**config.mk**
```make
export PLATFORM = sky130hd
export DESIGN_NAME = tgr_ctrl
export DESIGN_NICKNAME = d
export VERILOG_FILES = /design/src/rtl/core/tgr_pkg.sv /design/src/rtl/core/tgr_ctrl.sv
export VERILOG_INCLUDE_DIRS = /design/src /design/src/rtl/core
export SDC_FILE = /design/constraint.sdc
export NUM_CORES = 1
export LEC_CHECK = 0
export BUFFER_PORTS_ARGS = -buffer_cell sky130_fd_sc_hd__buf_2
export CAP_MARGIN = 20
export CORE_AREA = 2 2 39 41
export CTS_CLUSTER_DIAMETER = 100
export DETAILED_ROUTE_END_ITERATION = 8
export DIE_AREA = 0 0 41 43
export PLACE_DENSITY_LB_ADDON = 0.25
export SYNTH_ARGS = -nofsm -noshare
export SYNTH_HDL_FRONTEND = slang
export SYNTH_SLANG_ARGS = --single-unit
```
**constraint.sdc**
```tcl
create_clock -name clk -period 3.4 [get_ports clk]
set_clock_uncertainty 0.2 [all_clocks]
set_input_delay 0.34 -clock clk [delete_from_list [all_inputs] [get_ports clk]]
set_output_delay 0.34 -clock clk [all_outputs]
set_load 0.005 [all_outputs]
```
**src/rtl/core/assert_macros.svh**
```systemverilog
`ifndef ASSERT_MACROS_SVH
`define ASSERT_MACROS_SVH

// Check a property on every clock edge outside reset.
`define TGR_ASSERT(label, prop, msg) \
  label: assert property (@(posedge clk) disable iff (!rst_n) (prop)) else $error(msg);

// Check that a condition is followed by a consequence in the next cycle.
`define TGR_ASSERT_NEXT(label, ante, cons, msg) \
  label: assert property (@(posedge clk) disable iff (!rst_n) (ante) |=> (cons)) \
    else $error(msg);

`endif

```
**src/rtl/core/tgr_pkg.sv**
```systemverilog
`timescale 1ns / 1ps

package tgr_pkg;

  localparam logic       ACT_LOAD = 1'b0;
  localparam logic       ACT_DRAW = 1'b1;
  localparam logic [7:0] CHAR_END = 8'h00;

  localparam int unsigned ADVANCE    = 10;
  localparam int unsigned WRAP_LIMIT = 320 - 10;
  localparam int unsigned LINE_STEP  = 20;

  localparam int unsigned FW_BITS   = 11;
  localparam int unsigned ADDR_BITS = 20;
  localparam logic [FW_BITS-1:0] FW_RESET = 11'd320;

  localparam logic REG_FRAME_WIDTH = 1'b0;

  typedef struct packed {
    logic       action;
    logic [7:0] char_code;
    logic [3:0] glyph_row;
    logic [7:0] row_bits;
    logic       start_flag;
    logic [9:0] start_x;
    logic [9:0] start_y;
    logic [7:0] ink_color;
  } tgr_in_t;

  typedef struct packed {
    logic [19:0] pixel_address;
    logic [7:0]  pixel_mask;
    logic [7:0]  pixel_color;
    logic        last_row;
  } tgr_out_t;

  typedef struct packed {
    logic font_wr;
    logic draw_start;
    logic mul;
    logic base;
    logic emit;
  } tgr_cmd_t;

  typedef struct packed {
    logic row_last;
    logic code_end;
  } tgr_status_t;

endpackage

```
**src/rtl/core/tgr_ctrl.sv**
```systemverilog
`timescale 1ns / 1ps
`include "assert_macros.svh"

module tgr_ctrl (
  input  logic                 clk,
  input  logic                 rst_n,
  input  logic                 in_valid,
  output logic                 in_ready,
  input  logic                 in_action,
  output logic                 out_valid,
  input  logic                 out_ready,
  input  tgr_pkg::tgr_status_t status,
  output tgr_pkg::tgr_cmd_t    cmd
);
  import tgr_pkg::*;

  typedef enum logic [1:0] {
    S_IDLE,
    S_MUL,
    S_BASE,
    S_RUN
  } state_t;

  state_t state_r, state_nxt;
  logic   out_valid_r, out_valid_nxt;
  logic   accept;
  logic   emit;

  assign in_ready = (state_r == S_IDLE);
  assign accept   = in_valid && in_ready;
  assign emit     = (state_r == S_RUN) && (!out_valid_r || out_ready);

  always_comb begin
    cmd            = '0;
    cmd.font_wr    = accept && (in_action == ACT_LOAD);
    cmd.draw_start = accept && (in_action == ACT_DRAW);
    cmd.mul        = (state_r == S_MUL);
    cmd.base       = (state_r == S_BASE);
    cmd.emit       = emit;
  end

  always_comb begin
    state_nxt = state_r;
    case (state_r)
      S_IDLE: begin
        if (cmd.draw_start && !status.code_end) begin
          state_nxt = S_MUL;
        end
      end
      S_MUL:  state_nxt = S_BASE;
      S_BASE: state_nxt = S_RUN;
      S_RUN: begin
        if (emit && status.row_last) begin
          state_nxt = S_IDLE;
        end
      end
      default: state_nxt = S_IDLE;
    endcase

    // hold the word until taken; reload on every emit
    if (emit) begin
      out_valid_nxt = 1'b1;
    end else if (out_ready) begin
      out_valid_nxt = 1'b0;
    end else begin
      out_valid_nxt = out_valid_r;
    end
  end

  always_ff @(posedge clk) begin
    if (!rst_n) begin
      state_r     <= S_IDLE;
      out_valid_r <= 1'b0;
    end else begin
      state_r     <= state_nxt;
      out_valid_r <= out_valid_nxt;
    end
  end

  assign out_valid = out_valid_r;

  `TGR_ASSERT_NEXT(a_draw_starts, cmd.draw_start && !status.code_end, state_r == S_MUL,
                   "nonzero draw did not start the sequence")
  `TGR_ASSERT_NEXT(a_done_idle, emit && status.row_last, state_r == S_IDLE && out_valid_r,
                   "last row did not end the draw with a word pending")
  `TGR_ASSERT(a_no_emit_idle, !(in_ready && emit),
              "row word emitted while taking input")

endmodule

```
After elaboration in Yosys (flattened, before gate mapping)
Cells that the tools add are included.
{"block": "word_totals", "register_bits": 3, "latchBits": 0, "mem_bits_rw": 0, "romBits": 0, "inputBits": 7, "output_inout_bits": 7, "word_cells": 25, "memories": 0}
{"block": "classes", "add_sub_neg": 0, "n_mul": 0, "div": 0, "order_cmp": 0, "n_eq_ne": 5, "shifts": 0, "n_mux": 5, "n_bitwise": 1, "n_reduce_logical": 12}
{"cell": "$pmux 2 s4", "n": 1}
{"cell": "$logic_and 1x1->1", "n": 6}
{"cell": "$eq 2x2->1 const B", "n": 2}
{"cell": "$mux 2", "n": 2}
{"cell": "$ne 2x1->1 const B", "n": 2}
{"cell": "$eq 2x1->1 const B", "n": 1}
{"cell": "$logic_not 1->1", "n": 2}
{"cell": "$logic_not 2->1", "n": 1}
{"cell": "$mux 1", "n": 2}
{"cell": "$reduce_and 2->1", "n": 1}
{"cell": "$reduce_bool 2->1", "n": 1}
{"cell": "$logic_or 1x1->1", "n": 1}
{"cell": "$not 1->1", "n": 1}

Longest topological paths before layout
{"block": "logic_depth", "ltp_word": 6, "mapped_depth": 5}

Worst setup path after synthesis
No wires, ideal clock.
{"block": "synth_timing", "path_kind": "reg2out", "startpoint": "register state_r[0]", "endpoint": "output port cmd[3] (netlist bit)", "t_arrival_ns": 0.828, "t_required_ns": 2.860, "path_slack_ns": 2.032, "path_stages_with_launch": 4, "n_path_buf": 0, "path_cell_list": "dfxtp_1 -> inv_1 -> ha_1 -> and3_1"}
{"item": "start, declared", "line": "tgr_ctrl.sv:24", "text": "state_t state_r, state_nxt;"}
{"item": "start signal, assigned", "line": "tgr_ctrl.sv:75", "text": "state_r <= state_nxt;"}
{"item": "end, declared", "line": "tgr_ctrl.sv:13", "text": "output tgr_pkg::tgr_cmd_t cmd"}

==> metrics.md <==
| Metric | Value |
|---|---|
| CP peak stage delay | `between 0.3 and 0.4 ns` |
| PwrDens | `roughly 630 nW/um^2` |
| Crit-path max FO | `5` |
| Max rail drop VDD | `between 200 and 300 uV` |
| Crit path required time | `around 2.9 ns` |
| Post-layout minimum cycle time | `around 1.8 ns` |
| Overall routed net length | `about 500 um` |
| Post-synthesis cell count | `25` |
| Overall overflow remaining after global route | `0` |
| Worst-Skew Late Latency | `0.23 ns` |
| Switching power summed over all nets | `approximately 0.000075 W` |
| Relative slew slack | `between 80% and 90%` |
| Syn-to-layout area delta | `45.1%` |
| Overall global routing resource usage | `under 10%` |
| Endpoint kind of the worst setup timing path | `primary output` |
| Worst setup margin | `roughly 1.6 ns` |
| Proportion of netlist area held by the largest area contributor | `26.1%` |
| Worst hold path type | `input port to register` |
| Hold Path Origin | `rst_n` |
| YS warnings | `0` |
| Crit Path Class | `register to primary output` |
| Via count normalized by instance count | `between 3 and 4` |
| Proportion of power drawn by flip-flops and latches | `about a quarter` |
| Htree depth | `1` |
| Number of gates resized after CTS | `0` |
| Overall via count from detail_route | `around 220` |
| Port Buffer Count | `13` |
| P_leak | `between 0.15 and 0.2 nW` |
| Number of sinks on the clock net | `3` |
| Die width | `about 40 um` |
| Die height | `between 40 and 50 um` |
| Final-report setup violation count | `0` |
| Outcome | `finished, final reports clean` |
| Final HPWL DP | `408 um` |
| Final net count | `53` |
| Total power | `around 0.00021 W` |
| Max-capacitance violation count | `0` |
| Number of register bits inferred by synthesis | `3` |
| Pre-CTS WS | `1.87 ns` |
| Critical-path top delay cell | `dfxtp_1` |
| Avg WL per Cell | `8.81 um` |
| Share of final-layout standard cells stronger than drive strength 1 | `between 40% and 50%` |
| Initial antenna violation count | `0` |
| CTS Buffer Depth | `2` |
| Max-slew violation count | `0` |
| Crit path from | `state_r[0]$_SDFFE_PN0P_` |
| Post-synthesis cell area | `between 200 and 250 um^2` |
| CTS Root Cell | `clkbuf_4` |
| Post-CTS Repair Setup Buffers | `0` |
| Crit path cell chain | `inv_1, ha_1, and3_1, buf_2` |
| Inserted Clock Buffers | `3` |
| Pin count of the biggest net entering global routing | `6` |
| Data arrival, critical path | `about 1.2 ns` |
| Start of the worst register-to-register path | `state_r[0]$_SDFFE_PN0P_` |
| Share of the clock period used by the worst path after layout | `between 50% and 60%` |
| Initial cell density of the core | `approximately 17%` |
| Routability congestion estimate | `between 0.7 and 0.8` |
| Fraction of power consumed by the clock network | `between 20% and 30%` |
| Hold violation count in the final report | `0` |
| Cell types with the largest area share after synthesis | `dfxtp_1 (26%), ha_1 (22%), a21oi_2 (7.6%)` |
| Iteration-0 DRC Markers | `1` |
| Cell Int Power | `approximately 0.00014 W` |
| RSZ-0062 raised after global routing | `false` |
| Clock slew at the register clock pins of the worst setup and hold paths | `0.04 ns` |
| Fraction of the yosys area taken by sequential cells | `between 20% and 30%` |
| Total negative slack for setup checks | `0 ns` |
| Ant. Diodes | `0` |
| Die area | `1760 um^2` |
| Core footprint | `1380 um^2` |
| Remaining DRCs | `0` |
| Net Sw Frac | `roughly 36%` |
| Number of unique standard cell types used by synthesis | `15` |
| Final antenna-violating net count | `0` |
| Non-filler cells in the finished layout | `57` |
| Count of placed standard cells including taps | `53` |
| Post-synth net total | `36` |
| # rows | `14` |
| Peak clock frequency supported by timing | `between 500 and 600 MHz` |
| Biggest area consumer among synthesized cells | `dfxtp_1` |
| Transition time at the pin with the least slew margin | `0.180 ns` |
| Final core occ | `between 20% and 30%` |
| Global-route wire length before repair | `676 um` |
| Number of global-route vias before repair | `180` |
| I/O pin total | `14` |
| Logic gate share of total power | `between 40 and 50%` |
| Startpoint kind of the worst setup timing path | `register` |
| First-pass iteration count of the detailed router | `2` |
| Count of hold-fix buffers inserted at cts | `0` |
| Mean instance size in the synthesized netlist | `just over 9 um^2` |
| CTS tree | `yes` |
==> through the flow <==
stage	area [um^2]	hold WS, ns
after global routing	334	0.217
after detailed placement	308	0.293
after global placement	308	0.292
after floorplan	230	0.268
final	334	0.200
after CTS	334	0.193
==> logic make-up after synthesis <==
group | Yosys count | synth area share, %
flip-flops | 3 | 26.1
AND/OR/NAND/NOR | 8 | 21.7
AO/OA/AOI/OAI | 5 | 17.9
multiplexers | 1 | 4.35
buffers and inverters | 4 | 8.15
adder cells (fa/ha/maj) | 4 | 21.7
==> cell usage after synthesis <==
library cell	count
buf_4	1
o31a_1	1
nand3b_1	1
ha_1	4
nor2_1	1
and2_2	1
dfxtp_1	3
inv_1	3
a21oi_2	2
nand2b_4	1
a21boi_0	1
o21a_1	1
nand2_1	3
and3_1	1
mux2i_1	1
==> state kept, by name, indices dropped and copies added (netlist names) <==
register   flops
out_valid      1
state_r        2
==> power by group through the flow <==
stage | Sequential (W) | Clock, W | Combinational, W
finish | 0.0000547 | 0.0000626 | 0.0000946
global route | 0.0000568 | 0.0000681 | 0.000107
CTS | 0.0000548 | 0.0000669 | 0.0000955
detailed placement | 0.0000558 | 0 | 0.0000936
global placement | 0.0000548 | 0 | 0.0000985
floorplan | 0.0000531 | 0 | 0.0000620
==> final cells by class <==
cell class / instances / area, um^2
tap: 16 / 20.0
sequential: 3 / 60.1
inverter: 3 / 11.3
clock buffer: 4 / 26.3
fill: 160 / 1050
timing repair buffer: 13 / 65.1
multi-input combinational: 18 / 151
==> worst max-delay path, delay by kind of cell (launching register included) <==
kind / cells / cell delay, ns
DFF: 1 / 0.38
buffers and inverters: 2 / 0.20
and+or+nand+nor: 1 / 0.16
adders and majority gates: 1 / 0.26
==> per-layer routing <==
metal | global-route usage [%] | up-vias | part of all wire, %
li1 | - | 113 | -
met2 | 7.19 | 12 | 37
met3 | 4.71 | 0 | 7.8
met5 | 0 | - | 0
met4 | 2.00 | 0 | 0
met1 | 7.99 | 93 | 55
==> layout by cell type (no fill, tap or decap), drive strengths merged <==
cell,count
nand2,3
mux2i,1
clkbuf,4
nor2,1
o31a,1
inv,3
a21boi,1
and3,1
nand2b,1
buf,13
dfxtp,3
and2,1
ha,4
o21a,1
a21oi,2
nand3b,1
==> final timing paths <==
path,endpoint,slack [ns],cells past startpoint
max reg2reg,state_r[0]$_SDFFE_PN0P_,1.96,4
min reg2reg,state_r[1]$_SDFFE_PN0P_,0.30,2
min,state_r[1]$_SDFFE_PN0P_,0.20,3
max,cmd[3],1.63,4
Note: power is estimated with default switching activity, not from simulation.
